[src/hdl/rope_pkg.sv]
// ----------------------------------------------------------------------------
// rope_pkg: shared types and constants for the rotary position embedding block
// Beat formats, configuration view, queue entry and sizing constants.
// ----------------------------------------------------------------------------
package rope_pkg;

    // Sizing
    localparam int MAX_POSITIONS = 2048;
    localparam int MAX_PAIRS     = 64;
    localparam int MAX_HEAD      = 256;
    localparam int DATA_WIDTH    = 16;
    localparam int COEF_WIDTH    = 16;
    localparam int FRAC_BITS     = 14;

    localparam int ROW_W      = $clog2(MAX_POSITIONS);
    localparam int ROW_SUM_W  = ROW_W + 1;
    localparam int PAIR_W     = $clog2(MAX_PAIRS);
    localparam int NPAIR_W    = PAIR_W + 1;
    localparam int IDX_W      = $clog2(MAX_HEAD);
    localparam int LEN_W      = IDX_W + 1;
    localparam int TBL_ADDR_W = ROW_W + PAIR_W;
    localparam int TBL_DEPTH  = MAX_POSITIONS * MAX_PAIRS;
    localparam int TBL_W      = 2 * COEF_WIDTH;

    // Work queue between front and back
    localparam int FIFO_DEPTH = 4;
    localparam int FIFO_PTR_W = $clog2(FIFO_DEPTH);
    localparam int FIFO_CNT_W = $clog2(FIFO_DEPTH + 1);

    // APB register map
    localparam int APB_DATA_W = 32;
    localparam int ADDR_W     = 4;
    localparam int REG_IDX_W  = 2;
    localparam logic [REG_IDX_W-1:0] REG_NEOX_PAIRING = 2'd0;
    localparam logic [REG_IDX_W-1:0] REG_ROTARY_PAIRS = 2'd1;
    localparam logic [REG_IDX_W-1:0] REG_HEAD_LENGTH  = 2'd2;

    localparam logic [NPAIR_W-1:0] RST_ROTARY_PAIRS = NPAIR_W'(64);
    localparam logic [LEN_W-1:0]   RST_HEAD_LENGTH  = LEN_W'(128);
    localparam logic [LEN_W-1:0]   MIN_HEAD_LENGTH  = LEN_W'(2);

    typedef enum logic [0:0] {
        CMD_TABLE_WRITE = 1'b0,
        CMD_ELEMENT     = 1'b1
    } t_cmd;

    typedef struct packed {
        t_cmd                          cmd;
        logic [ROW_W-1:0]              table_row;
        logic [PAIR_W-1:0]             table_pair;
        logic signed [COEF_WIDTH-1:0]  cos_value;
        logic signed [COEF_WIDTH-1:0]  sin_value;
        logic [ROW_W-1:0]              position;
        logic [ROW_W-1:0]              cache_offset;
        logic signed [DATA_WIDTH-1:0]  element_value;
    } t_in_beat;

    typedef struct packed {
        logic signed [DATA_WIDTH-1:0]  result_value;
        logic [IDX_W-1:0]              element_index;
        logic                          last_of_run;
        logic                          range_error;
    } t_out_beat;

    // Effective configuration (clamped)
    typedef struct packed {
        logic                 neox_pairing;
        logic [NPAIR_W-1:0]   pair_count;
        logic [LEN_W-1:0]     head_len;
    } t_cfg;

    // One unit of work for the back end: a pass-through element or a pair
    typedef struct packed {
        logic                          pair;
        logic                          rotate;
        logic                          range_error;
        logic signed [DATA_WIDTH-1:0]  x;
        logic signed [DATA_WIDTH-1:0]  y;
        logic signed [COEF_WIDTH-1:0]  cos_value;
        logic signed [COEF_WIDTH-1:0]  sin_value;
        logic [IDX_W-1:0]              x_index;
        logic [IDX_W-1:0]              y_index;
    } t_work;

endpackage

[src/hdl/rope_back.sv]
// ----------------------------------------------------------------------------
// rope_back: rotation datapath and output stage
// Multiplies, then adds, rounds and saturates; emits one or two beats per item.
// ----------------------------------------------------------------------------
module rope_back import rope_pkg::*; (
    input  logic       i_clk,
    input  logic       i_rst_n,
    input  t_work      i_work,
    input  logic       i_work_valid,
    output logic       o_pop,
    output logic       o_out_valid,
    input  logic       i_out_ready,
    output t_out_beat  o_out_data
);
    localparam int PROD_W     = DATA_WIDTH + COEF_WIDTH;
    localparam int ACC_W      = PROD_W + 2;
    localparam int Q_W        = ACC_W - FRAC_BITS;
    localparam int ROUND_BIAS = 1 << (FRAC_BITS - 1);
    localparam int SAT_MAX    = (1 << (DATA_WIDTH - 1)) - 1;
    localparam int SAT_MIN    = -SAT_MAX - 1;

    // round half up, floor by 2^FRAC_BITS, saturate
    function automatic logic signed [DATA_WIDTH-1:0] round_sat(
        input logic signed [ACC_W-1:0] acc
    );
        logic signed [ACC_W-1:0] v;
        logic signed [Q_W-1:0]   q;
        v = acc + ACC_W'(ROUND_BIAS);
        q = v[ACC_W-1:FRAC_BITS];
        if (q > Q_W'(SAT_MAX)) begin
            return DATA_WIDTH'(SAT_MAX);
        end else if (q < Q_W'(SAT_MIN)) begin
            return DATA_WIDTH'(SAT_MIN);
        end
        return q[DATA_WIDTH-1:0];
    endfunction

    // product stage
    logic                          r_p_valid;
    logic                          r_p_pair;
    logic                          r_p_rotate;
    logic                          r_p_err;
    logic signed [DATA_WIDTH-1:0]  r_p_x;
    logic signed [DATA_WIDTH-1:0]  r_p_y;
    logic signed [PROD_W-1:0]      r_p_xc;
    logic signed [PROD_W-1:0]      r_p_ys;
    logic signed [PROD_W-1:0]      r_p_yc;
    logic signed [PROD_W-1:0]      r_p_xs;
    logic [IDX_W-1:0]              r_p_xi;
    logic [IDX_W-1:0]              r_p_yi;

    // output buffer: up to two beats, head in r_out0
    logic [1:0]                    r_ocnt, n_ocnt;
    t_out_beat                     r_out0, n_out0;
    t_out_beat                     r_out1, n_out1;

    logic                          load_b;
    logic                          adv_p;
    logic signed [ACC_W-1:0]       acc_x;
    logic signed [ACC_W-1:0]       acc_y;
    logic signed [DATA_WIDTH-1:0]  val_x;
    logic signed [DATA_WIDTH-1:0]  val_y;

    assign load_b = (r_ocnt == 2'd0) || ((r_ocnt == 2'd1) && i_out_ready);
    assign adv_p  = !r_p_valid || load_b;
    assign o_pop  = i_work_valid && adv_p;

    always_ff @(posedge i_clk) begin
        if (!i_rst_n) begin
            r_p_valid <= 1'b0;
        end else if (adv_p) begin
            r_p_valid <= i_work_valid;
        end
    end

    always_ff @(posedge i_clk) begin
        if (o_pop) begin
            r_p_pair   <= i_work.pair;
            r_p_rotate <= i_work.rotate;
            r_p_err    <= i_work.range_error;
            r_p_x      <= i_work.x;
            r_p_y      <= i_work.y;
            r_p_xc     <= i_work.x * i_work.cos_value;
            r_p_ys     <= i_work.y * i_work.sin_value;
            r_p_yc     <= i_work.y * i_work.cos_value;
            r_p_xs     <= i_work.x * i_work.sin_value;
            r_p_xi     <= i_work.x_index;
            r_p_yi     <= i_work.y_index;
        end
    end

    always_comb begin
        acc_x = ACC_W'(r_p_xc) - ACC_W'(r_p_ys);
        acc_y = ACC_W'(r_p_yc) + ACC_W'(r_p_xs);
        val_x = r_p_rotate ? round_sat(acc_x) : r_p_x;
        val_y = r_p_rotate ? round_sat(acc_y) : r_p_y;
    end

    always_comb begin
        n_ocnt = r_ocnt;
        n_out0 = r_out0;
        n_out1 = r_out1;
        if ((r_ocnt == 2'd2) && i_out_ready) begin
            n_out0 = r_out1;
            n_ocnt = 2'd1;
        end else if (load_b && r_p_valid) begin
            if (r_p_pair) begin
                n_out0 = '{result_value: val_x, element_index: r_p_xi,
                           last_of_run: 1'b0, range_error: r_p_err};
                n_out1 = '{result_value: val_y, element_index: r_p_yi,
                           last_of_run: 1'b1, range_error: r_p_err};
                n_ocnt = 2'd2;
            end else begin
                n_out0 = '{result_value: r_p_y, element_index: r_p_yi,
                           last_of_run: 1'b1, range_error: r_p_err};
                n_ocnt = 2'd1;
            end
        end else if ((r_ocnt == 2'd1) && i_out_ready) begin
            n_ocnt = 2'd0;
        end
    end

    always_ff @(posedge i_clk) begin
        if (!i_rst_n) begin
            r_ocnt <= 2'd0;
        end else begin
            r_ocnt <= n_ocnt;
        end
    end

    always_ff @(posedge i_clk) begin
        r_out0 <= n_out0;
        r_out1 <= n_out1;
    end

    assign o_out_valid = (r_ocnt != 2'd0);
    assign o_out_data  = r_out0;

endmodule
[config.mk]
export PLATFORM = sky130hd
export DESIGN_NAME = rope_back
export DESIGN_NICKNAME = d
export VERILOG_FILES = /design/src/hdl/rope_pkg.sv /design/src/hdl/rope_back.sv
export SDC_FILE = /design/constraint.sdc
export NUM_CORES = 2
export LEC_CHECK = 0
export BUFFER_PORTS_ARGS = -buffer_cell sky130_fd_sc_hd__buf_4
export CAP_MARGIN = 20
export CORE_MARGIN = 3
export CORE_UTILIZATION = 44
export DETAILED_ROUTE_END_ITERATION = 10
export GPL_ROUTABILITY_DRIVEN = 1
export MAX_ROUTING_LAYER = met4
export REMOVE_ABC_BUFFERS = 1
export SYNTH_ARGS = -nofsm -noshare
export SYNTH_HDL_FRONTEND = slang
export SYNTH_SLANG_ARGS = --single-unit
[constraint.sdc]
create_clock -name i_clk -period 21.3 [get_ports i_clk]
set_input_delay 2.13 -clock i_clk [delete_from_list [all_inputs] [get_ports i_clk]]
set_output_delay 2.13 -clock i_clk [all_outputs]
set_load 0.02 [all_outputs]
==> summary.md <==
| Metric | Value |
|---|---|
| DIE AREA | 118600 sq um |
| Synth unique cells | 79 |
| CTS tree | built |
| Most frequent CP cell | fa_1 |
| Rows | 123 |
| Worst Reg-to-Reg Cells | 13 |
| Worst-Margin Slew | 1.015 ns |
| Layout area overhead | 6.007% |
| Final GP Congestion | just under 0.9 |
| Worst Setup End Kind | register |
| Top cells by area, synth | fa_1 (42%), edfxtp_1 (14%), ha_1 (11%), inv_1 (8.8%), and2_1 (6.2%) |
| Via density | 5.183 |
| Non-Filler Instances | 6608 |
| DRC | 0 |
| Initial Util | 44.55% |
| Final Hold Fails | 0 |
| Layout cell share with drive strength beyond 1 | just over 4% |
| Initial antenna violation count | 3 |
| Synth Register Bits | 233 |
| Post-route core utilization | 47.22% |
| Total vias in the final route | 34250 |
| Post-route clock period utilization | around 41% |
| Core Area | 113100 sq um |
| Count of flip-flops with a built-in enable after synthesis | 230 |
| Nets | 6673 |
| Grt total ovfl | 0 |
| CTS hold repair buffers | 0 |
| Worst Clk Skew | 0.04888 ns |
| Post-Syn Instances | slightly above 5000 |
| Crit path DAT | 9.01 ns |
| Cell accounting for the most synthesized area | fa_1 |
| Hold Path Class | reg2reg |
| Ys async rst share | 0% |
| Synthesis warning total | 0 |
| Final setup vio count | 0 |
| Input/output buffers | 114 |
| Cts repair resizes | 0 |
| Max-Slew Margin vs Limit | 30.56% |
| Unrepaired setup endpoints after global routing | false |
| First-pass GRT wire length | 211100 um |
| Min-Delay Endpoint | r_out1[9] |
| Post-synthesis sequential area ratio | 13.83% |
| Dpl hpwl | between 90000 and 100000 um |
| RR Endpoint | r_out1[12] |
| Primary FF master, synth | edfxtp_1 |
| Register-to-register setup slack | between 15 and 20 ns |
| Maximum clock frequency | around 120 MHz |
| Vias in the first global route | 37030 |
| Largest net degree at the start of global routing | 74 |
| Root Driver | clkbuf_16 |
| CP required | around 22 ns |
| Critical register-to-register path startpoint | r_p_yc[6] |
| Clock transition at path regs | approximately 0.06 ns |
| Wire per inst | 19.63 um |
| CP Cell Sequence | buf_4 > clkinv_1 > buf_16 > nor2_1 > fa_1 > fa_1 > fa_1 > fa_1 > fa_1 > inv_1 > fa_1 > inv_1 > ha_1 > and4_1 > nand3_1 > nor2_1 > a211o_1 > a22oi_1 > a2111oi_0 > nor3_1 > o41ai_1 > a21oi_1 > xnor2_1 |
| DRT iter0 DRCs | 2027 |
| Sinks on Clock Net | 233 |
| Max-slew violations | 0 |
| Antenna viol nets, final | 0 |
| Total track usage | between 20% and 30% |
| Delay of the slowest critical-path stage | around 0.73 ns |
| CTS Buf Count | 30 |
| Hold Crit Start | r_p_yi[7] |
| Multi-input logic area | between 30000 and 40000 sq um |
| Maxcap violations | 0 |
| Crit path time final | 8.652 ns |
| Post-Syn Area | 50390 sq um |
| Detailed Routing Iterations Pass 1 | 5 |
| Worst-skew pair later-pin latency | about 0.62 ns |
| Die Width | 344.4 um |
| Reg area | 6967 sq um |
| # Post-CTS Setup Buffers | 0 |
| Crit path max-delay cell type | a2111oi_0 |
| Maximum clock path buffer count | 3 |
| Final Instance Area | 53410 sq um |
| Nature of the critical path startpoint | input port |
| Worst Hold Depth | 0 |
| Max FO, Critical Path | 15 |
| Final WL | ~130000 um |
| Die H | 344.4 um |
| Placed instance count | 6553 |
| Filler cells | roughly 11000 |
| Io pins | approximately 120 |
| Critical path class | in2reg |
| Setup TNS | 0 ns |
| Synth Area per Inst | 9.809 sq um |
| Placed cell area | 52430 sq um |
| Top-area cell type share of the netlist area | 41.64% |
| Outcome | complete, no violations |
| H-Tree Level Count | 1 |
-- cell type report --
cell class | instances | area share, %
repair buffers | 128 | 1.836
well taps | 1500 | 3.514
flip-flops and latches | 233 | 13.04
diodes | 1 | 0.004685
clock buffers | 36 | 1.487
multi-input cells | 3505 | 71.47
inverters | 1188 | 8.349
clock inverters | 17 | 0.2975
-- cells in the final DEF, fill, tap and decap left out, types with 36 or more instances in the layout --
master	Yosys	layout
inv_1	1187	1187
o21ai_0	74	73
nand2_1	529	529
ha_1	452	452
xnor2_1	127	127
edfxtp_1	230	230
a21oi_1	142	142
nand2b_1	48	48
fa_1	1048	1048
nor2_1	146	145
xor2_1	36	36
and2_1	498	498
a21o_1	77	77
buf_4	0	127
-- critical path, delay by kind of cell --
family / cells / cell delay [ns]
fa+ha+maj: 7 / 3.21
simple gates: 5 / 0.88
buf+inv: 5 / 1.11
xor+xnor: 1 / 0.13
compound gates: 5 / 1.52
-- worst max-delay path by stage --
stage,from,to,depth (start not counted)
after floorplan,i_out_ready,o_pop,3
after global placement,i_work[47],r_p_xc[31],22
after detailed placement,i_work[47],r_p_xc[31],22
after CTS,i_work[47],r_p_xc[31],22
after global routing,i_work[47],r_p_xc[31],23
final,i_work[47],r_p_xc[31],23
-- flip-flops by register name, summed over array words and instances (netlist names), 2 cells and up --
name        cells
r_ocnt          2
r_out1         25
r_p_xs         32
r_p_ys         32
r_p_yi          8
r_p_yc         32
r_p_y          16
r_p_xi          8
r_p_xc         32
o_out_data     26
r_p_x          16
-- layer usage --
metal	global-route usage [%]	wire [um]	vias to the layer above	part of all wire [%]
li1	-	-	15450	-
met4	8.185	5810	0	4.5
met3	2.363	6833	178	5.3
met5	-	0	-	0
met2	37.88	61080	926	47
met1	32.03	56000	17690	43
-- cell families (layout without fill, tap and decap cells) --
family | after synthesis | after routing | synth area share [%]
AND/OR/NAND/NOR | 1373 | 1373 | 13.68
AO/OA/AOI/OAI | 458 | 458 | 6.124
multiplexers | 11 | 11 | 0.2185
buffers and inverters | 1399 | 1369 | 10.46
adder cells (fa/ha/maj) | 1500 | 1500 | 52.86
XOR/XNOR | 163 | 163 | 2.833
other | 0 | 1 | 0
flip-flops | 233 | 233 | 13.83
-- cell usage after synthesis (4+ instances only) --
master / count
a31oi_1: 10
mux2i_1: 11
a211oi_1: 16
a2111oi_0: 4
fa_1: 1048
nand4_1: 12
o31ai_1: 10
o221ai_1: 6
o21ai_0: 74
and2_1: 498
nand2b_1: 48
nor3_1: 19
o31a_1: 4
ha_1: 452
edfxtp_1: 230
nor2b_1: 22
clkbuf_1: 207
nor2_1: 146
nand2_1: 529
o21a_1: 15
and3_1: 15
nor3b_1: 17
inv_1: 1187
o21bai_1: 26
a211o_1: 5
o21ai_1: 6
nand3_1: 30
o211ai_1: 6
or3_1: 13
a21oi_1: 142
or2_2: 8
a21o_1: 77
xnor2_1: 127
o221ai_2: 10
xor2_1: 36
-- stage by stage --
stage,setup slack (ns),hold slack (ns)
after floorplan,3.521,0.4257
after global placement,11.85,0.4283
after detailed placement,11.79,0.4330
after CTS,12.43,0.4466
after global routing,12.19,0.4619
final,12.65,0.4439
Power is left out: the tool's default activity adds up to more than one toggle a clock period on the data nets, which glitch-free logic cannot reach.
