`config.mk`:
```
export PLATFORM = sky130hd
export DESIGN_NAME = rope_fifo
export DESIGN_NICKNAME = d
export VERILOG_FILES = /design/src/hdl/rope_pkg.sv /design/src/hdl/rope_fifo.sv
export SDC_FILE = /design/constraint.sdc
export NUM_CORES = 1
export LEC_CHECK = 0
export ABC_CLOCK_PERIOD_IN_PS = 3400
export BUFFER_PORTS_ARGS = -buffer_cell sky130_fd_sc_hd__buf_2
export CAP_MARGIN = 30
export CORE_ASPECT_RATIO = 1.1
export CORE_UTILIZATION = 30
export CTS_BUF_LIST = sky130_fd_sc_hd__clkbuf_4 sky130_fd_sc_hd__clkbuf_8 sky130_fd_sc_hd__clkbuf_16
export DETAILED_ROUTE_END_ITERATION = 10
export HOLD_SLACK_MARGIN = 0.02
export PLACE_DENSITY_LB_ADDON = 0.15
export SLEW_MARGIN = 20
export SYNTH_ARGS = -nofsm -noshare
export SYNTH_HDL_FRONTEND = slang
export SYNTH_SLANG_ARGS = --single-unit
```
`constraint.sdc`:
```
create_clock -name i_clk -period 3.4 [get_ports i_clk]
set_input_delay 0.17 -clock i_clk [delete_from_list [all_inputs] [get_ports i_clk]]
set_output_delay 0.17 -clock i_clk [all_outputs]
set_load 0.02 [all_outputs]
```
`src/hdl/rope_pkg.sv`:
```
// ----------------------------------------------------------------------------
// rope_pkg: shared types and constants for the rotary position embedding block
// Beat formats, configuration view, queue entry and sizing constants.
// ----------------------------------------------------------------------------
package rope_pkg;

    // Sizing
    localparam int MAX_POSITIONS = 2048;
    localparam int MAX_PAIRS     = 64;
    localparam int MAX_HEAD      = 256;
    localparam int DATA_WIDTH    = 16;
    localparam int COEF_WIDTH    = 16;
    localparam int FRAC_BITS     = 14;

    localparam int ROW_W      = $clog2(MAX_POSITIONS);
    localparam int ROW_SUM_W  = ROW_W + 1;
    localparam int PAIR_W     = $clog2(MAX_PAIRS);
    localparam int NPAIR_W    = PAIR_W + 1;
    localparam int IDX_W      = $clog2(MAX_HEAD);
    localparam int LEN_W      = IDX_W + 1;
    localparam int TBL_ADDR_W = ROW_W + PAIR_W;
    localparam int TBL_DEPTH  = MAX_POSITIONS * MAX_PAIRS;
    localparam int TBL_W      = 2 * COEF_WIDTH;

    // Work queue between front and back
    localparam int FIFO_DEPTH = 4;
    localparam int FIFO_PTR_W = $clog2(FIFO_DEPTH);
    localparam int FIFO_CNT_W = $clog2(FIFO_DEPTH + 1);

    // APB register map
    localparam int APB_DATA_W = 32;
    localparam int ADDR_W     = 4;
    localparam int REG_IDX_W  = 2;
    localparam logic [REG_IDX_W-1:0] REG_NEOX_PAIRING = 2'd0;
    localparam logic [REG_IDX_W-1:0] REG_ROTARY_PAIRS = 2'd1;
    localparam logic [REG_IDX_W-1:0] REG_HEAD_LENGTH  = 2'd2;

    localparam logic [NPAIR_W-1:0] RST_ROTARY_PAIRS = NPAIR_W'(64);
    localparam logic [LEN_W-1:0]   RST_HEAD_LENGTH  = LEN_W'(128);
    localparam logic [LEN_W-1:0]   MIN_HEAD_LENGTH  = LEN_W'(2);

    typedef enum logic [0:0] {
        CMD_TABLE_WRITE = 1'b0,
        CMD_ELEMENT     = 1'b1
    } t_cmd;

    typedef struct packed {
        t_cmd                          cmd;
        logic [ROW_W-1:0]              table_row;
        logic [PAIR_W-1:0]             table_pair;
        logic signed [COEF_WIDTH-1:0]  cos_value;
        logic signed [COEF_WIDTH-1:0]  sin_value;
        logic [ROW_W-1:0]              position;
        logic [ROW_W-1:0]              cache_offset;
        logic signed [DATA_WIDTH-1:0]  element_value;
    } t_in_beat;

    typedef struct packed {
        logic signed [DATA_WIDTH-1:0]  result_value;
        logic [IDX_W-1:0]              element_index;
        logic                          last_of_run;
        logic                          range_error;
    } t_out_beat;

    // Effective configuration (clamped)
    typedef struct packed {
        logic                 neox_pairing;
        logic [NPAIR_W-1:0]   pair_count;
        logic [LEN_W-1:0]     head_len;
    } t_cfg;

    // One unit of work for the back end: a pass-through element or a pair
    typedef struct packed {
        logic                          pair;
        logic                          rotate;
        logic                          range_error;
        logic signed [DATA_WIDTH-1:0]  x;
        logic signed [DATA_WIDTH-1:0]  y;
        logic signed [COEF_WIDTH-1:0]  cos_value;
        logic signed [COEF_WIDTH-1:0]  sin_value;
        logic [IDX_W-1:0]              x_index;
        logic [IDX_W-1:0]              y_index;
    } t_work;

endpackage

```
`src/hdl/rope_fifo.sv`:
```
// ----------------------------------------------------------------------------
// rope_fifo: work queue between front and back
// Small register queue; front pushes, back pops.
// ----------------------------------------------------------------------------
module rope_fifo import rope_pkg::*; (
    input  logic                   i_clk,
    input  logic                   i_rst_n,
    input  logic                   i_push,
    input  t_work                  i_push_data,
    input  logic                   i_pop,
    output t_work                  o_pop_data,
    output logic                   o_not_empty,
    output logic [FIFO_CNT_W-1:0]  o_count
);
    t_work                   r_mem [FIFO_DEPTH];
    logic [FIFO_PTR_W-1:0]   r_wr_ptr;
    logic [FIFO_PTR_W-1:0]   r_rd_ptr;
    logic [FIFO_CNT_W-1:0]   r_count;
    logic                    do_pop;

    assign o_count     = r_count;
    assign o_not_empty = (r_count != '0);
    assign o_pop_data  = r_mem[r_rd_ptr];
    assign do_pop      = i_pop && o_not_empty;

    always_ff @(posedge i_clk) begin
        if (i_push) begin
            r_mem[r_wr_ptr] <= i_push_data;
        end
    end

    always_ff @(posedge i_clk) begin
        if (!i_rst_n) begin
            r_wr_ptr <= '0;
            r_rd_ptr <= '0;
            r_count  <= '0;
        end else begin
            if (i_push) begin
                r_wr_ptr <= r_wr_ptr + FIFO_PTR_W'(1);
            end
            if (do_pop) begin
                r_rd_ptr <= r_rd_ptr + FIFO_PTR_W'(1);
            end
            if (i_push && !do_pop) begin
                r_count <= r_count + FIFO_CNT_W'(1);
            end else if (!i_push && do_pop) begin
                r_count <= r_count - FIFO_CNT_W'(1);
            end
        end
    end

endmodule

```
==> run metrics, run 1 <==
initial antenna violation count=1; TritonCTS Buffers=38; TritonRoute pass-1 iters=4; pwr dens=a little over 700 nW/um^2; Worst R2R Path Depth=7; Initial Util=30.65%; Flop pwr share=around 43%; Util after Layout=roughly two fifths; routed wire length=25.71 mm; post-route setup slack=between 900 and 1000 ps; max-cap viol count=0; finished layout cell area=around 16,000 sq um; final worst path period need=roughly 2500 ps; Post-Syn Area=12,430 sq um; sequential area share after synthesis=approximately four fifths; CTS resizes=0; post-synthesis register bit count=roughly 340; Post-DP Area=~14,000 sq um; clock root buffer=clkbuf_16; logic gate share of total power=22.3%; Layout area overhead=29.35%; n_diodes=0; unrepaired setup endpoints after global routing=no; Final Setup Violations=0; die area=around 42,000 sq um; status=complete, no violations; Clock Path Buffers=3; Hold Vio Cnt, Final=0; number of global-route vias before repair=slightly below 7,000; port bufs=between 150 and 200; critical setup path kind=register to output pin; LEAKAGE=5.406 nW; Ys Warns=0; Post-CTS Setup Bufs=0; hpwl dp=roughly 15 mm; nets=855; Slew Viols, Final=0; Reg clk slew, reported paths=roughly 60 ps; Crit path arrival time=between 2000 and 2500 ps; DP Worst Slack=1294 ps; vias post-DR=~6,000; clock group share of total power=34.6%; # DRC=0; top-area cell type share of the netlist area=about 80%; Sw Share=27.24%; HP Class=input pin to register; top cells by area, synth=edfxtp_1 80%, mux4_2 15%, dfxtp_1 1.4%; total power=11.59 mW; max_slew headroom=between 50% and 60%; num ports=between 150 and 200; fmax=407.0 MHz; GRT Total Usage=between 10% and 20%; largest net degree at the start of global routing=47; Synth Instances=approximately 480; syn avg cell area=26.17 sq um; Die Y=215.5 um; NetSw=~3.2 mW; antenna-violating nets left=0; # rows=77; total global routing overflow=0; Yosys cell types=19; Worst EP required=around 3200 ps; depth of the worst hold-timing path=3; critical path capture point type=output pin; clk_lat worst skew=roughly 540 ps; worst vdd ir=~0.44 mV; chip width=between 150 and 200 um; H-tree levels=2; syn_nets=approximately 570; core area=approximately 41,000 sq um; Least-Margin Pin Slew=675.7 ps; mean routed wirelength per cell=between 15 and 20 um; internal cell power=roughly 8.4 mW; drt first-iter violations=232; cell taking the most area after synthesis=edfxtp_1; setup TNS=0 ps; Critical Path Start Type=register; CTS tree=built; Tcrit/Tclk final=72.26%; layout cells sized above 1=42.15%; crit path max fanout=46; Routability Congestion=between 0.6 and 0.7; drt via density=between 4 and 5; Setup Skew=~15 ps; first-pass GRT wire length=between 30 and 40 mm; CTS sink count=between 300 and 400
[registers in the layout (all words and copies together) (netlist names), named ones only]
signal    count
r_mem       332
r_rd_ptr      2
o_count       3
r_wr_ptr      2
[synth_stat cells (all sizes together)]
cell    count
or3         2
xor2        2
and2        9
o31ai       1
fa          1
ha          5
xnor2       3
a21boi      1
edfxtp    332
nor2b       2
mux2i       2
inv         3
o311ai      1
dfxtp       9
clkbuf      1
o21ai       1
buf        17
mux4       83
[worst paths after layout]
check | from | end | slack [ps]
hold / removal | i_push | r_wr_ptr[1] | 50
setup / recovery | register | o_pop_data[32] | 940
hold reg to reg | r_wr_ptr[1] | r_wr_ptr[1] | 570
setup reg to reg | o_count[0] | o_count[2] | 1290
[stage by stage]
step / hold WS (ps) / instances
after floorplan: 268.9 / 475
after global placement: 377.7 / 1191
after detailed placement: 387.9 / 1191
after CTS: 29.59 / 1343
after global routing: 79.34 / 1343
final: 54.26 / 1343
[what timing repair did]
action	CTS	global route
setup endpoints to repair	0	0
endpoints found under the hold margin	341	0
hold buffers	84	0
[per-layer routing]
metal	wire length (um)	GRT usage, %	up-vias
met2	12900	21.49	136
met4	625	5.078	2
met3	1438	3.438	44
li1	-	-	2625
met5	13	0	-
met1	10730	15.24	3087
[critical path, cell delays in order, from the launching register on]
cell,delay [ps]
dfxtp_4,740
buf_12,380
mux4_2,370
buf_2,180
[power by group through the flow]
stage               logic, mW  clock network, mW  registers, mW
floorplan                1.86                  0           5.01
global placement         2.57                  0           5.08
detailed placement       2.59                  0           5.10
CTS                      2.68               4.15           5.01
global route             2.79               4.30           5.03
finish                   2.58               4.01           5.00
[cells by family after synthesis]
group           share of synthesized area [%]
mux                                     15.20
simple gates                           0.6542
buf+inv                                 1.208
fa+ha+maj                              0.6643
xor+xnor                               0.3524
compound gates                         0.2717
flops                                   81.65
[layout by cell type (no fill, tap or decap), drive strengths merged]
cell	netlist	layout
xnor2	3	3
clkbuf	1	46
bufinv	0	3
inv	3	5
clkinv	0	16
dfxtp	9	9
mux2i	2	2
o311ai	1	1
ha	5	5
a21boi	1	1
or3	2	2
mux4	83	83
fa	1	1
xor2	2	2
o21ai	1	1
clkinvlp	0	1
and2	9	9
nor2b	2	2
o31ai	1	1
dlygate4sd3	0	84
edfxtp	332	332
buf	17	181
[area by class of cell]
cell class | count | area (sq um)
inverter | 3 | 11.26
sequential | 341 | 10160
clock buffer | 46 | 1041
fill | 3664 | 24480
multi-input combinational | 113 | 2141
timing repair buffer | 265 | 1842
tap | 553 | 691.9
clock inverter | 22 | 195.2
(Power assumes the default switching activity.)
==> run 2, diff against run 1 <==
--- a/config.mk
+++ b/config.mk
@@ -5,7 +5,8 @@
 export SDC_FILE = /design/constraint.sdc
 export NUM_CORES = 1
 export LEC_CHECK = 0
-export ABC_CLOCK_PERIOD_IN_PS = 3400
+export ABC_AREA = 1
+export ABC_CLOCK_PERIOD_IN_PS = 2200
 export BUFFER_PORTS_ARGS = -buffer_cell sky130_fd_sc_hd__buf_2
 export CAP_MARGIN = 30
 export CORE_ASPECT_RATIO = 1.1
==> constraint.sdc (replaced) <==
create_clock -name i_clk -period 2.2 [get_ports i_clk]
set_input_delay 0.11 -clock i_clk [delete_from_list [all_inputs] [get_ports i_clk]]
set_output_delay 0.11 -clock i_clk [all_outputs]
set_load 0.02 [all_outputs]
==> run metrics, run 2 <==
unrepaired setup endpoints after global routing=no; sequential area share after synthesis=79.55% (-2.1 points); simple-gate share of the synthesized area=5.619% (+5.0 points); syn_nets=958 (+69%); critical setup path kind=register to output pin; CTS sink count=341 (unchanged); TritonCTS Buffers=38 (unchanged); depth of the worst hold-timing path=2 (-1); fmax=between 400 and 500 MHz; Top reg by flops=r_mem; # DRC=0 (unchanged); die area=43,360 sq um (+2.6%); ys async rst share=0% (unchanged); cell taking the most area after synthesis=edfxtp_1; max incr delay on CP=470 ps (-270 ps); clock root buffer=clkbuf_16; num ports=174 (unchanged); Ys Warns=0 (unchanged); post-synthesis register bit count=341 (unchanged); CTS tree=built; xor and xnor area share after synthesis=0.06865% (-0.28 points); core area=41,570 sq um (+2.5%); drt via density=4.631 (+5.5%); vias post-DR=7,998 (+36%); total power=18.25 mW (+58%); routed wire length=30.32 mm (+18%); Slew Viols, Final=0 (unchanged); Reg clk slew, reported paths=50 ps (about the same); Critical Path Start Type=register; layout cells sized above 1=23.58% (-19 points); Synth Flop Type=edfxtp_1; max_slew headroom=66.05% (+11 points); number of global-route vias before repair=8,239 (+22%); H-tree levels=2 (unchanged); drt first-iter violations=289 (+25%); top cells by area, synth=edfxtp_1 78%, nor2_1 5.1%, o21ai_0 4.3%; Setup Skew=10.66 ps (-4.045 ps); compound-cell area share of the yosys netlist=10.90% (+11 points); Tcrit/Tclk final=between 90% and 100%; TritonRoute pass-1 iters=4 (unchanged); reg-to-reg setup timing slack=440 ps (-850 ps); Cell Chain, Critical Path=buf_16 -> o21ai_0 -> o22ai_1 -> buf_2; chip width=198.6 um (+1.3%); Crit path arrival time=1970 ps (-320 ps); GRT Total Usage=14.25% (+1.6 points); antenna-violating nets left=0 (unchanged); post-synthesis mux area share=0% (-15 points); worst vdd ir=0.8431 mV (+90%); setup TNS=0 ps (unchanged); Worst R2R Path Depth=12 (+5); first-pass GRT wire length=46.82 mm (+17%); top-area cell type share of the netlist area=78.14% (-2.1 points); Die Y=218.3 um (+1.3%); LEAKAGE=5.810 nW (+7.5%); Synth Instances=865 (+82%); Synth top cells by count=332 x edfxtp_1, 172 x nor2_1, 109 x o21ai_0; crit path max fanout=74 (+61%); Hold Vio Cnt, Final=0 (unchanged); pwr dens=1104 nW/um^2 (+53%); r2r startpoint=o_count[1]; syn avg cell area=14.75 sq um (-44%); critical path capture point type=output pin; largest family of logic cells by synthesized area=compound AO/OA/AOI/OAI gates; hpwl dp=16.68 mm (+14%); Initial Util=30.69% (+0.040 points); clk_lat worst skew=550 ps (about the same); commonest non-fill, non-tap cell in the layout=edfxtp_1; hold worst-path end=r_mem[3][9]; Routability Congestion=0.7032 (+2.0%); final worst path period need=about 2100 ps; Least-Margin Pin Slew=509.3 ps (-166.4 ps); mean routed wirelength per cell=17.56 um (-8.3%); max reg flops=332 (unchanged); adder-cell share of the synthesized area=0.6472% (-0.017 points); Final Hold Slack=302.6 ps (+248.3 ps); total global routing overflow=0 (unchanged); initial antenna violation count=1 (unchanged); Layout area overhead=29.61%; # rows=78 (+1.3%); largest net degree at the start of global routing=75 (+60%); most frequent cells in the layout=332 x edfxtp_1, 172 x nor2_1, 172 x buf_2; Worst path slowest cell=dfxtp_4; port bufs=173 (unchanged); status=complete, no violations; nets=1,232 (+44%); EDFF count, synth=332 (unchanged); Post-Syn Area=12,760 sq um (+2.6%); Worst EP required=2090 ps (-1140 ps); Final Setup Violations=0 (unchanged); Fillers=3,987 (+8.8%); max-cap viol count=0 (unchanged); Util after Layout=39.77% (+0.13 points); most common cell in the netlist=edfxtp_1; Clock Path Buffers=3 (unchanged); HP Class=input pin to register; reg-to-reg endpoint=o_count[2]; hold path start=i_push_data[9]; Yosys cell types=19 (unchanged)
run 2: changes by cell type in the layout (fill, tap and decap cells not counted), sizes merged, moves of 3 or more:
cell,change
nand3,+3
o21ai,+168
inv,+9
nor2,+172
buf,+21
a21oi,+5
nand2,+15
xnor2,-3
and2,-9
mux4,-83
o22ai,+83
clkinvlp,+3
clkinv,-3
run 2: logic make-up after synthesis:
group,Yosys count
flip-flops,341
AO/OA/AOI/OAI,257
AND/OR/NAND/NOR,190
buffers and inverters,70
adder cells (fa/ha/maj),6
XOR/XNOR,1
run 2: timing repair:
action	4_1_cts	5_1_grt
buffers inserted	3	0
pin swaps	0	1
setup endpoints to repair	76	1
hold endpoints to repair	341	0
hold buffers	86	0
resized for setup	4	1
run 2: worst max path at each step:
stage	slack (ps)	depth (start not counted)	start	end
after floorplan	-30	4	r_wr_ptr[0]	r_mem[0][0]
after global placement	470	5	register	o_pop_data[55]
after detailed placement	410	5	register	o_pop_data[8]
after CTS	50	4	register	o_pop_data[65]
after global routing	5	4	register	o_pop_data[50]
final	120	4	register	o_pop_data[50]
run 2: critical path: cells and delay by family (launching register included):
| family | cells | cell delay (ps) |
|---|---|---|
| DFF | 1 | 470 |
| AOI/OAI and AO/OA | 2 | 380 |
| buffers and inverters | 2 | 490 |
run 2: metal layers:
metal | wire length, um | global-route usage (%) | share of wire [%]
met1 | 13540 | 18.25 | 45
met4 | 741 | 5.538 | 2.4
met2 | 14490 | 23.45 | 48
met3 | 1547 | 3.102 | 5.1
met5 | 0 | 0 | 0
run 2: final cells by class:
cell class | count | area, sq um | share of cell area, %
Antenna cell | 1 | 2.502 | 0.01513
Timing Repair Buffer | 288 | 2153 | 13.02
Multi-Input combinational cell | 454 | 2206 | 13.34
Sequential cell | 341 | 10160 | 61.43
Clock inverter | 19 | 202.7 | 1.226
Inverter | 16 | 87.58 | 0.5297
Clock buffer | 48 | 1026 | 6.205
Tap cell | 560 | 700.7 | 4.237
run 2: power by group:
part	internal [mW]	total (mW)	leakage (nW)	switching, mW
combinational	1.46	4.42	2.07	2.96
clock	3.77	6.25	0.613	2.48
sequential	7.46	7.59	3.13	0.126
total	12.7	18.3	5.81	5.56
run 2: stage by stage:
stage | setup WS (ps) | instances | area [sq um]
after floorplan | -26.13 | 865 | 12780
after global placement | 467.2 | 1570 | 14390
after detailed placement | 406.1 | 1570 | 14390
after CTS | 50.81 | 1726 | 16530
after global routing | 4.903 | 1727 | 16540
final | 116.3 | 1727 | 16540
