$ cat config.mk
export PLATFORM = sky130hd
export DESIGN_NAME = rope_cfg
export DESIGN_NICKNAME = d
export VERILOG_FILES = /design/src/hdl/rope_pkg.sv /design/src/hdl/rope_cfg.sv
export SDC_FILE = /design/constraint.sdc
export NUM_CORES = 1
export LEC_CHECK = 0
export BUFFER_PORTS_ARGS = -buffer_cell sky130_fd_sc_hd__clkbuf_2
export CELL_PAD_IN_SITES_DETAIL_PLACEMENT = 1
export CELL_PAD_IN_SITES_GLOBAL_PLACEMENT = 2
export CORE_MARGIN = 1
export CORE_UTILIZATION = 23
export CTS_CLUSTER_DIAMETER = 150
export DETAILED_ROUTE_END_ITERATION = 12
export PLACE_DENSITY_LB_ADDON = 0.1
export SKIP_CTS_REPAIR_TIMING = 1
export SYNTH_ARGS = -nofsm -noshare
export SYNTH_HDL_FRONTEND = slang
export SYNTH_SLANG_ARGS = --single-unit
export TNS_END_PERCENT = 10
$ cat constraint.sdc
create_clock -name i_clk -period 6.31 [get_ports i_clk]
set_input_delay 0.631 -clock i_clk [delete_from_list [all_inputs] [get_ports i_clk]]
set_output_delay 0.631 -clock i_clk [all_outputs]
set_load 0.02 [all_outputs]
$ cat src/hdl/rope_pkg.sv
// ----------------------------------------------------------------------------
// rope_pkg: shared types and constants for the rotary position embedding block
// Beat formats, configuration view, queue entry and sizing constants.
// ----------------------------------------------------------------------------
package rope_pkg;

    // Sizing
    localparam int MAX_POSITIONS = 2048;
    localparam int MAX_PAIRS     = 64;
    localparam int MAX_HEAD      = 256;
    localparam int DATA_WIDTH    = 16;
    localparam int COEF_WIDTH    = 16;
    localparam int FRAC_BITS     = 14;

    localparam int ROW_W      = $clog2(MAX_POSITIONS);
    localparam int ROW_SUM_W  = ROW_W + 1;
    localparam int PAIR_W     = $clog2(MAX_PAIRS);
    localparam int NPAIR_W    = PAIR_W + 1;
    localparam int IDX_W      = $clog2(MAX_HEAD);
    localparam int LEN_W      = IDX_W + 1;
    localparam int TBL_ADDR_W = ROW_W + PAIR_W;
    localparam int TBL_DEPTH  = MAX_POSITIONS * MAX_PAIRS;
    localparam int TBL_W      = 2 * COEF_WIDTH;

    // Work queue between front and back
    localparam int FIFO_DEPTH = 4;
    localparam int FIFO_PTR_W = $clog2(FIFO_DEPTH);
    localparam int FIFO_CNT_W = $clog2(FIFO_DEPTH + 1);

    // APB register map
    localparam int APB_DATA_W = 32;
    localparam int ADDR_W     = 4;
    localparam int REG_IDX_W  = 2;
    localparam logic [REG_IDX_W-1:0] REG_NEOX_PAIRING = 2'd0;
    localparam logic [REG_IDX_W-1:0] REG_ROTARY_PAIRS = 2'd1;
    localparam logic [REG_IDX_W-1:0] REG_HEAD_LENGTH  = 2'd2;

    localparam logic [NPAIR_W-1:0] RST_ROTARY_PAIRS = NPAIR_W'(64);
    localparam logic [LEN_W-1:0]   RST_HEAD_LENGTH  = LEN_W'(128);
    localparam logic [LEN_W-1:0]   MIN_HEAD_LENGTH  = LEN_W'(2);

    typedef enum logic [0:0] {
        CMD_TABLE_WRITE = 1'b0,
        CMD_ELEMENT     = 1'b1
    } t_cmd;

    typedef struct packed {
        t_cmd                          cmd;
        logic [ROW_W-1:0]              table_row;
        logic [PAIR_W-1:0]             table_pair;
        logic signed [COEF_WIDTH-1:0]  cos_value;
        logic signed [COEF_WIDTH-1:0]  sin_value;
        logic [ROW_W-1:0]              position;
        logic [ROW_W-1:0]              cache_offset;
        logic signed [DATA_WIDTH-1:0]  element_value;
    } t_in_beat;

    typedef struct packed {
        logic signed [DATA_WIDTH-1:0]  result_value;
        logic [IDX_W-1:0]              element_index;
        logic                          last_of_run;
        logic                          range_error;
    } t_out_beat;

    // Effective configuration (clamped)
    typedef struct packed {
        logic                 neox_pairing;
        logic [NPAIR_W-1:0]   pair_count;
        logic [LEN_W-1:0]     head_len;
    } t_cfg;

    // One unit of work for the back end: a pass-through element or a pair
    typedef struct packed {
        logic                          pair;
        logic                          rotate;
        logic                          range_error;
        logic signed [DATA_WIDTH-1:0]  x;
        logic signed [DATA_WIDTH-1:0]  y;
        logic signed [COEF_WIDTH-1:0]  cos_value;
        logic signed [COEF_WIDTH-1:0]  sin_value;
        logic [IDX_W-1:0]              x_index;
        logic [IDX_W-1:0]              y_index;
    } t_work;

endpackage

$ cat src/hdl/rope_cfg.sv
// ----------------------------------------------------------------------------
// rope_cfg: APB configuration registers
// Holds the pairing mode, pair count and head length; presents clamped values.
// ----------------------------------------------------------------------------
module rope_cfg import rope_pkg::*; (
    input  logic                   i_clk,
    input  logic                   i_rst_n,
    input  logic                   psel,
    input  logic                   penable,
    input  logic                   pwrite,
    input  logic [ADDR_W-1:0]      paddr,
    input  logic [APB_DATA_W-1:0]  pwdata,
    output logic [APB_DATA_W-1:0]  prdata,
    output logic                   pready,
    output t_cfg                   o_cfg
);
    logic                  r_neox;
    logic [NPAIR_W-1:0]    r_pairs;
    logic [LEN_W-1:0]      r_head;
    logic [REG_IDX_W-1:0]  reg_idx;
    logic                  wr_en;
    logic [LEN_W-1:0]      len_eff;
    logic [IDX_W-1:0]      len_half;
    logic [NPAIR_W-1:0]    pairs_lim;

    assign pready  = 1'b1;
    assign reg_idx = paddr[ADDR_W-1:2];
    assign wr_en   = psel && penable && pwrite && pready;

    always_ff @(posedge i_clk) begin
        if (!i_rst_n) begin
            r_neox  <= 1'b1;
            r_pairs <= RST_ROTARY_PAIRS;
            r_head  <= RST_HEAD_LENGTH;
        end else if (wr_en) begin
            unique case (reg_idx)
                REG_NEOX_PAIRING: r_neox  <= pwdata[0];
                REG_ROTARY_PAIRS: r_pairs <= pwdata[NPAIR_W-1:0];
                REG_HEAD_LENGTH:  r_head  <= pwdata[LEN_W-1:0];
                default: ;
            endcase
        end
    end

    always_comb begin
        unique case (reg_idx)
            REG_NEOX_PAIRING: prdata = APB_DATA_W'(r_neox);
            REG_ROTARY_PAIRS: prdata = APB_DATA_W'(r_pairs);
            REG_HEAD_LENGTH:  prdata = APB_DATA_W'(r_head);
            default:          prdata = '0;
        endcase
    end

    // L = clamp(head, 2, MAX_HEAD); P = min(pairs, MAX_PAIRS, L/2)
    always_comb begin
        if (r_head < MIN_HEAD_LENGTH) begin
            len_eff = MIN_HEAD_LENGTH;
        end else if (r_head > LEN_W'(MAX_HEAD)) begin
            len_eff = LEN_W'(MAX_HEAD);
        end else begin
            len_eff = r_head;
        end
        len_half  = len_eff[LEN_W-1:1];
        pairs_lim = (r_pairs > NPAIR_W'(MAX_PAIRS)) ? NPAIR_W'(MAX_PAIRS) : r_pairs;
        o_cfg.neox_pairing = r_neox;
        o_cfg.head_len     = len_eff;
        o_cfg.pair_count   = ({1'b0, pairs_lim} > len_half) ? len_half[NPAIR_W-1:0]
                                                             : pairs_lim;
    end

endmodule

==> results.md, run 1 <==
- Outcome: finished clean
- Starting Density: 0.240
- Synth Instances: 160
- Area Growth Syn to Fin: 15.8%
- Syn. warnings: 0
- Finish-stage setup viols: 0
- Slew Viols, Final: 0
- Number of synthesized flops with an enable pin: 0
- Total Routing Usage GR: 0.121
- Pre-CTS WS: 2940 ps
- Number of synthesized register bits: 17
- Post-synth top area share: 0.254
- Cell with the most instances after synthesis: buf_4
- Die width: 78.3 µm
- Worst Skew: 0 ps
- Pre-antenna DRT Iters: 4
- Asr flop ratio synth: 0
- Leakage: 0.715 nW
- Worst VDD drop: 69.5 µV
- Combinational power share: 0.201
- Crit Path Max Fanout: 7
- Cell-internal power: 0.168 mW
- DR vias/cell: 4.21
- Worst EP required: 5680 ps
- Synth area leader: dfxtp_1
- Antenna-violating nets left: 0
- Clock H-tree levels: 1
- Origin of the critical flop-to-flop path: r_head[8]$_SDFFE_PN0P_
- Reg2Reg Capture Point: r_head[8]$_SDFFE_PN0P_
- I/O Pins: 91
- Slew @ Worst Pin: 835 ps
- Most Frequent Cell on Critical Path: nor2_1
- Root Driver: clkbuf_8
- Worst-case reg-to-reg path depth: 2
- Sequential power share: 0.466
- Crit path from: r_head[6]$_SDFFE_PN0P_
- Layout cells sized above 1: 0.287
- Seq/Total Area, Yosys: 0.254
- Post-Syn Area per Cell: 8.37 µm²
- Flop2flop setup slack: 5430 ps
- Core area: 0.00557 mm²
- Hold_ws: 509 ps
- Fill cells: 684
- Site Rows: 27
- Most frequent cells after synthesis: 25 x buf_4, 21 x nand2_1, 17 x dfxtp_1
- Final wirelength: 3650 µm
- Highest Clock Rate: 0.277 GHz
- Synth unique cells: 34
- Synth Cell Area: 0.00134 mm²
- TritonCTS Buffers: 3
- Routability congestion estimate: 0.695
- Nature of the critical path endpoint: primary output
- Setup_tns: 0 ps
- MaxCap Viol Count: 0
- Initial DRC count: 28
- Worst path arrival time: 2970 ps
- Fin cells: 267
- CTS sink count: 17
- Vias: 1125
- DP Cell Count: 263
- Detailed Place HPWL: 2930 µm
- Initial antenna violation count: 0
- Sw Pwr: 0.0695 mW
- Critical Path End: o_cfg[12]
- Die height: 78.3 µm
- Final period util: 0.571
- Hold Violations, Final: 0
- Diodes inserted: 0
- Pin count of the biggest net entering global routing: 18
- CTS Buffer Depth: 2
- Relative slew slack: 0.442
- Sw Ratio: 0.292
- PortBufs: 41
- Startpoint class of the critical path: flip-flop
- Worst setup margin: 2710 ps
- Largest cells by area after synthesis: dfxtp_1 25%, buf_4 14%, mux2i_1 6.7%
- TritonCTS clock tree: built
- Vias in the first global route: 1184
- Tot Pwr: 0.238 mW
- Cells along the critical path: or4_1 -> nor4_2 -> nor2_1 -> nor2_1 -> ha_1 -> nand4_1 -> o21bai_1 -> a21oi_2 -> mux2_2 -> clkbuf_2
- CP max stage cell: or4_1
- Clk_lat worst skew: 240 ps
- Global-route wire length before repair: 5850 µm
- Prevailing post-synth register cell: dfxtp_1
- Clk pwr share: 0.333
- Reg clk slew, reported paths: 60 ps
- Cell Pwr Density: 153 mW/mm²
- Final nets: 244
- Hold WC Path Type: reg -> reg
- Total gr overflow: 0
- RSZ-0062 raised after global routing: no
- Crit path time final: 3600 ps
- Die ar.: 0.00613 mm²
- Critical Path Max Stage Delay: 550 ps
- Detailed-route DRC error count: 0
- Detailed-route wire length per cell: 13.7 µm
- WS Path Type: reg -> out
==> per-stage QoR <==
step,utilization,area (µm²)
3_5_place_dp,0.270,1510
2_1_floorplan,-,1420
3_3_place_gp,0.270,1510
5_1_grt,0.278,1550
6_report,0.278,1550
4_1_cts,0.278,1550
==> final cells by class <==
| class | instances | area, µm² | share of cell area |
|---|---|---|---|
| Timing Repair Buffer | 41 | 205 | 0.132 |
| Clock buffer | 4 | 45.0 | 0.0291 |
| Tap cell | 72 | 90.1 | 0.0581 |
| Sequential cell | 17 | 340 | 0.220 |
| Inverter | 6 | 22.5 | 0.0145 |
| Multi-Input combinational cell | 127 | 847 | 0.546 |
==> cells by family after synthesis <==
kind of cell / after synthesis / synth area share
buf+inv: 38 / 0.179
compound gates: 24 / 0.143
flops: 17 / 0.254
simple gates: 57 / 0.236
fa+ha+maj: 7 / 0.0654
mux: 15 / 0.118
other cells: 2 / 0.00561
==> worst max-delay path: cells and delay by family (launching register included) <==
kind | cells | cell delay, ps
fa+ha+maj | 1 | 250
flops | 1 | 370
compound gates | 2 | 460
buf+inv | 1 | 160
mux | 1 | 400
simple gates | 5 | 1090
==> per-layer routing <==
metal	track usage	part of all wire
met1	0.163	0.47
met2	0.204	0.49
met3	0.0151	0.034
met4	0.0333	0.0052
met5	0	0
==> registers in the layout (all words and copies together), names as in the netlist <==
register / flops
r_pairs: 7
r_head: 9
r_neox: 1
==> how the worst min path moves through the flow <==
stage	endpoint	depth (start not counted)	slack [ps]	start
floorplan	r_head[0]$_SDFFE_PN0P_	2	450	r_head[0]$_SDFFE_PN0P_
global placement	r_head[0]$_SDFFE_PN0P_	2	480	r_head[0]$_SDFFE_PN0P_
detailed placement	r_neox$_SDFFE_PN1P_	2	500	r_neox$_SDFFE_PN1P_
CTS	r_head[1]$_SDFFE_PN0P_	2	520	r_head[1]$_SDFFE_PN0P_
global route	r_neox$_SDFFE_PN1P_	2	560	r_neox$_SDFFE_PN1P_
finish	r_head[1]$_SDFFE_PN0P_	2	510	r_head[1]$_SDFFE_PN0P_
==> cell usage in the layout, fill, tap and decap left out, types with 3 or more instances in the layout <==
cell type / synthesis / final
clkbuf_2: 0 / 41
conb_1: 2 / 24
nand2_1: 21 / 21
dfxtp_1: 17 / 17
nor2b_1: 14 / 14
mux2i_1: 9 / 9
a21boi_0: 8 / 8
ha_1: 7 / 7
inv_1: 6 / 6
nand2b_1: 6 / 6
mux2_2: 6 / 6
a22o_1: 5 / 5
clkbuf_8: 0 / 3
==> power groups by stage <==
stage	registers [mW]	clock network, mW	logic (mW)
global placement	0.113	0	0.0475
detailed placement	0.113	0	0.0481
floorplan	0.112	0	0.0463
global route	0.111	0.0903	0.0522
finish	0.111	0.0792	0.0478
CTS	0.111	0.0834	0.0482
No activity file was read; power rests on OpenSTA's default activity.
==> run 2, diff against run 1 <==
--- a/config.mk
+++ b/config.mk
@@ -9,7 +9,7 @@
 export CELL_PAD_IN_SITES_DETAIL_PLACEMENT = 1
 export CELL_PAD_IN_SITES_GLOBAL_PLACEMENT = 2
 export CORE_MARGIN = 1
-export CORE_UTILIZATION = 23
+export CORE_UTILIZATION = 19
 export CTS_CLUSTER_DIAMETER = 150
 export DETAILED_ROUTE_END_ITERATION = 12
 export PLACE_DENSITY_LB_ADDON = 0.1
==> constraint.sdc (replaced) <==
create_clock -name i_clk -period 3.2 [get_ports i_clk]
set_input_delay 0.32 -clock i_clk [delete_from_list [all_inputs] [get_ports i_clk]]
set_output_delay 0.32 -clock i_clk [all_outputs]
set_load 0.02 [all_outputs]
==> run 2 against run 1 <==
Combinational power is 110% higher; worst setup slack got worse by 2700 ps; critical endpoint unchanged; non-clock buffer count rose by 6; utilization shrank 3.5 points.
==> results.md, run 2 (synthesis results as in run 1) <==
- Outcome: finished clean
- Leakage: 0.748 nW (+4.6%)
- Die width: 85.9 µm (+9.8%)
- Final Cell Area: 0.00165 mm² (+6.4%)
- Reg2Reg Capture Point: r_head[8]$_SDFFE_PN0P_
- Starting Density: 0.197 (-0.0431)
- Final nets: 250 (+2.5%)
- MaxCap Viol Count: 0 (unchanged)
- Hold WC Path Type: in -> reg
- Area Growth Syn to Fin: 23.2%
- RSZ-0062 raised after global routing: yes
- Vias in the first global route: 1187 (+0.25%)
- DP Cell Count: 292 (+11%)
- Detailed-route wire length per cell: 13.4 µm (-1.9%)
- Largest registers: r_head x9, r_pairs x7, r_neox x1
- Max FFs per register: 9 (unchanged)
- Hold path start: pwdata[7]
- Cell-internal power: 0.336 mW (+100%)
- Most Frequent Cell on Critical Path: nor2_2
- Final wirelength: 3990 µm (+9.1%)
- CP Buf/Inv Count: 1 (unchanged)
- Relative slew slack: 0.526 (+0.0835)
- Largest Register: r_head
- Routability congestion estimate: 0.764 (+9.9%)
- Detailed-route DRC error count: 0 (unchanged)
- Antenna-violating nets left: 0 (unchanged)
- Post-placement cell area: 0.00157 mm² (+4.2%)
- Highest Clock Rate: 0.318 GHz
- CP top delay family: simple AND/OR/NAND/NOR gates
- DR vias/cell: 3.93 (-6.7%)
- Slew Viols, Final: 0 (unchanged)
- Crit Path Max Fanout: 7 (unchanged)
- Worst setup margin: 52.8 ps (-2650 ps)
- Cell Pwr Density: 296 mW/mm² (+93%)
- Die height: 85.9 µm (+9.8%)
- TritonCTS Buffers: 3 (unchanged)
- Die ar.: 0.00739 mm² (+20%)
- Final core occ: 0.243 (-0.0354)
- Final period util: 0.983
- Worst path arrival time: 2830 ps (-140 ps)
- Pre-CTS WS: 186 ps (-2760 ps)
- Nature of the critical path endpoint: primary output
- Global-route wire length before repair: 6140 µm (+5.0%)
- Vias: 1168 (+3.8%)
- Critical Path Max Stage Delay: 540 ps (about the same)
- Diodes inserted: 0 (unchanged)
- Core area: 0.00679 mm² (+22%)
- Worst EP required: 2880 ps (-2800 ps)
- Finish-stage setup viols: 0 (unchanged)
- Root Driver: clkbuf_8
- Detailed Place HPWL: 3180 µm (+8.5%)
- Clk_lat worst skew: 260 ps (+20 ps)
- WS Path Type: reg -> out
- Worst Skew: 0 ps (unchanged)
- Clock H-tree levels: 1 (unchanged)
- Startpoint class of the critical path: flip-flop
- Sw Pwr: 0.152 mW (+120%)
- Total Routing Usage GR: 0.110 (-0.0117)
- Flop2flop setup slack: 2260 ps (-3170 ps)
- Combinational power share: 0.207 (+0.006)
- Most frequent cells in the layout: 41 x clkbuf_2, 24 x conb_1, 21 x nand2_1
- Fill cells: 832 (+22%)
- Clk pwr share: 0.346 (+0.013)
- Reg clk slew, reported paths: 70 ps (about the same)
- Most common cell after layout, fill and taps aside: clkbuf_2
- Worst-case reg-to-reg path depth: 2 (unchanged)
- Initial antenna violation count: 0 (unchanged)
- Hold Violations, Final: 0 (unchanged)
- Fin cells: 297 (+11%)
- Slew @ Worst Pin: 708 ps (-127 ps)
- CTS sink count: 17 (unchanged)
- Cells along the critical path: or4_4 -> nor4_4 -> nor2_2 -> nor2_2 -> ha_1 -> nand4_1 -> o21bai_2 -> a21oi_4 -> mux2_2 -> clkbuf_2
- CP max stage cell: or4_4
- PortBufs: 41 (unchanged)
- Sw Ratio: 0.312 (+0.0196)
- Pin count of the biggest net entering global routing: 18 (unchanged)
- Origin of the critical flop-to-flop path: r_head[8]$_SDFFE_PN0P_
- I/O Pins: 91 (unchanged)
- Crit path time final: 3150 ps
- Worst VDD drop: 101 µV (+46%)
- Worst Hold End: r_head[7]$_SDFFE_PN1P_
- Layout cells sized above 1: 0.323 (+0.0362)
- Site Rows: 30 (+11%)
- Pre-antenna DRT Iters: 4 (unchanged)
- TritonCTS clock tree: built
- CTS Buffer Depth: 2 (unchanged)
- Total gr overflow: 0 (unchanged)
- Initial DRC count: 29 (+3.6%)
- Hold Path Stages: 3 (+1)
- Sequential power share: 0.447 (-0.019)
run 2: layout make-up:
cell class | count | area [µm²] | area share
clock buffer | 4 | 45.0 | 0.0273
inverter | 6 | 22.5 | 0.0137
multi-input combinational | 127 | 871 | 0.528
sequential | 17 | 340 | 0.206
tap | 96 | 120 | 0.0728
timing repair buffer | 47 | 250 | 0.152
run 2: stage by stage:
step	TNS (ps)	power [mW]	hold WS (ps)
detailed placement	0	0.321	493
global route	-402	0.512	303
floorplan	0	0.312	444
finish	0	0.488	290
CTS	-610	0.492	284
global placement	0	0.319	488
run 2: metal layers:
metal	GRT usage	part of all wire
met4	0.0455	0.014
met1	0.135	0.45
met5	0	0
met3	0.0154	0.036
met2	0.191	0.50
run 2: power by group through the flow:
stage | registers (mW) | logic [mW] | clock network [mW]
3_5_place_dp | 0.223 | 0.0976 | 0
2_1_floorplan | 0.221 | 0.0912 | 0
4_1_cts | 0.218 | 0.0978 | 0.176
3_3_place_gp | 0.223 | 0.0962 | 0
6_report | 0.218 | 0.101 | 0.169
5_1_grt | 0.219 | 0.110 | 0.183
run 2: worst register-to-register path, delay by kind of cell, from the launching register on:
kind | cells | cell delay, ps
simple gates | 1 | 100
compound gates | 1 | 170
flops | 1 | 610
run 2: how the worst max path moves through the flow:
stage | from | end | cells after the start
after detailed placement | r_head[5]$_SDFFE_PN0P_ | o_cfg[11] | 10
after global routing | r_head[5]$_SDFFE_PN0P_ | o_cfg[15] | 10
after CTS | r_head[5]$_SDFFE_PN0P_ | o_cfg[11] | 10
final | r_head[5]$_SDFFE_PN0P_ | o_cfg[12] | 10
after global placement | r_head[5]$_SDFFE_PN0P_ | o_cfg[12] | 10
after floorplan | r_head[5]$_SDFFE_PN0P_ | o_cfg[10] | 9
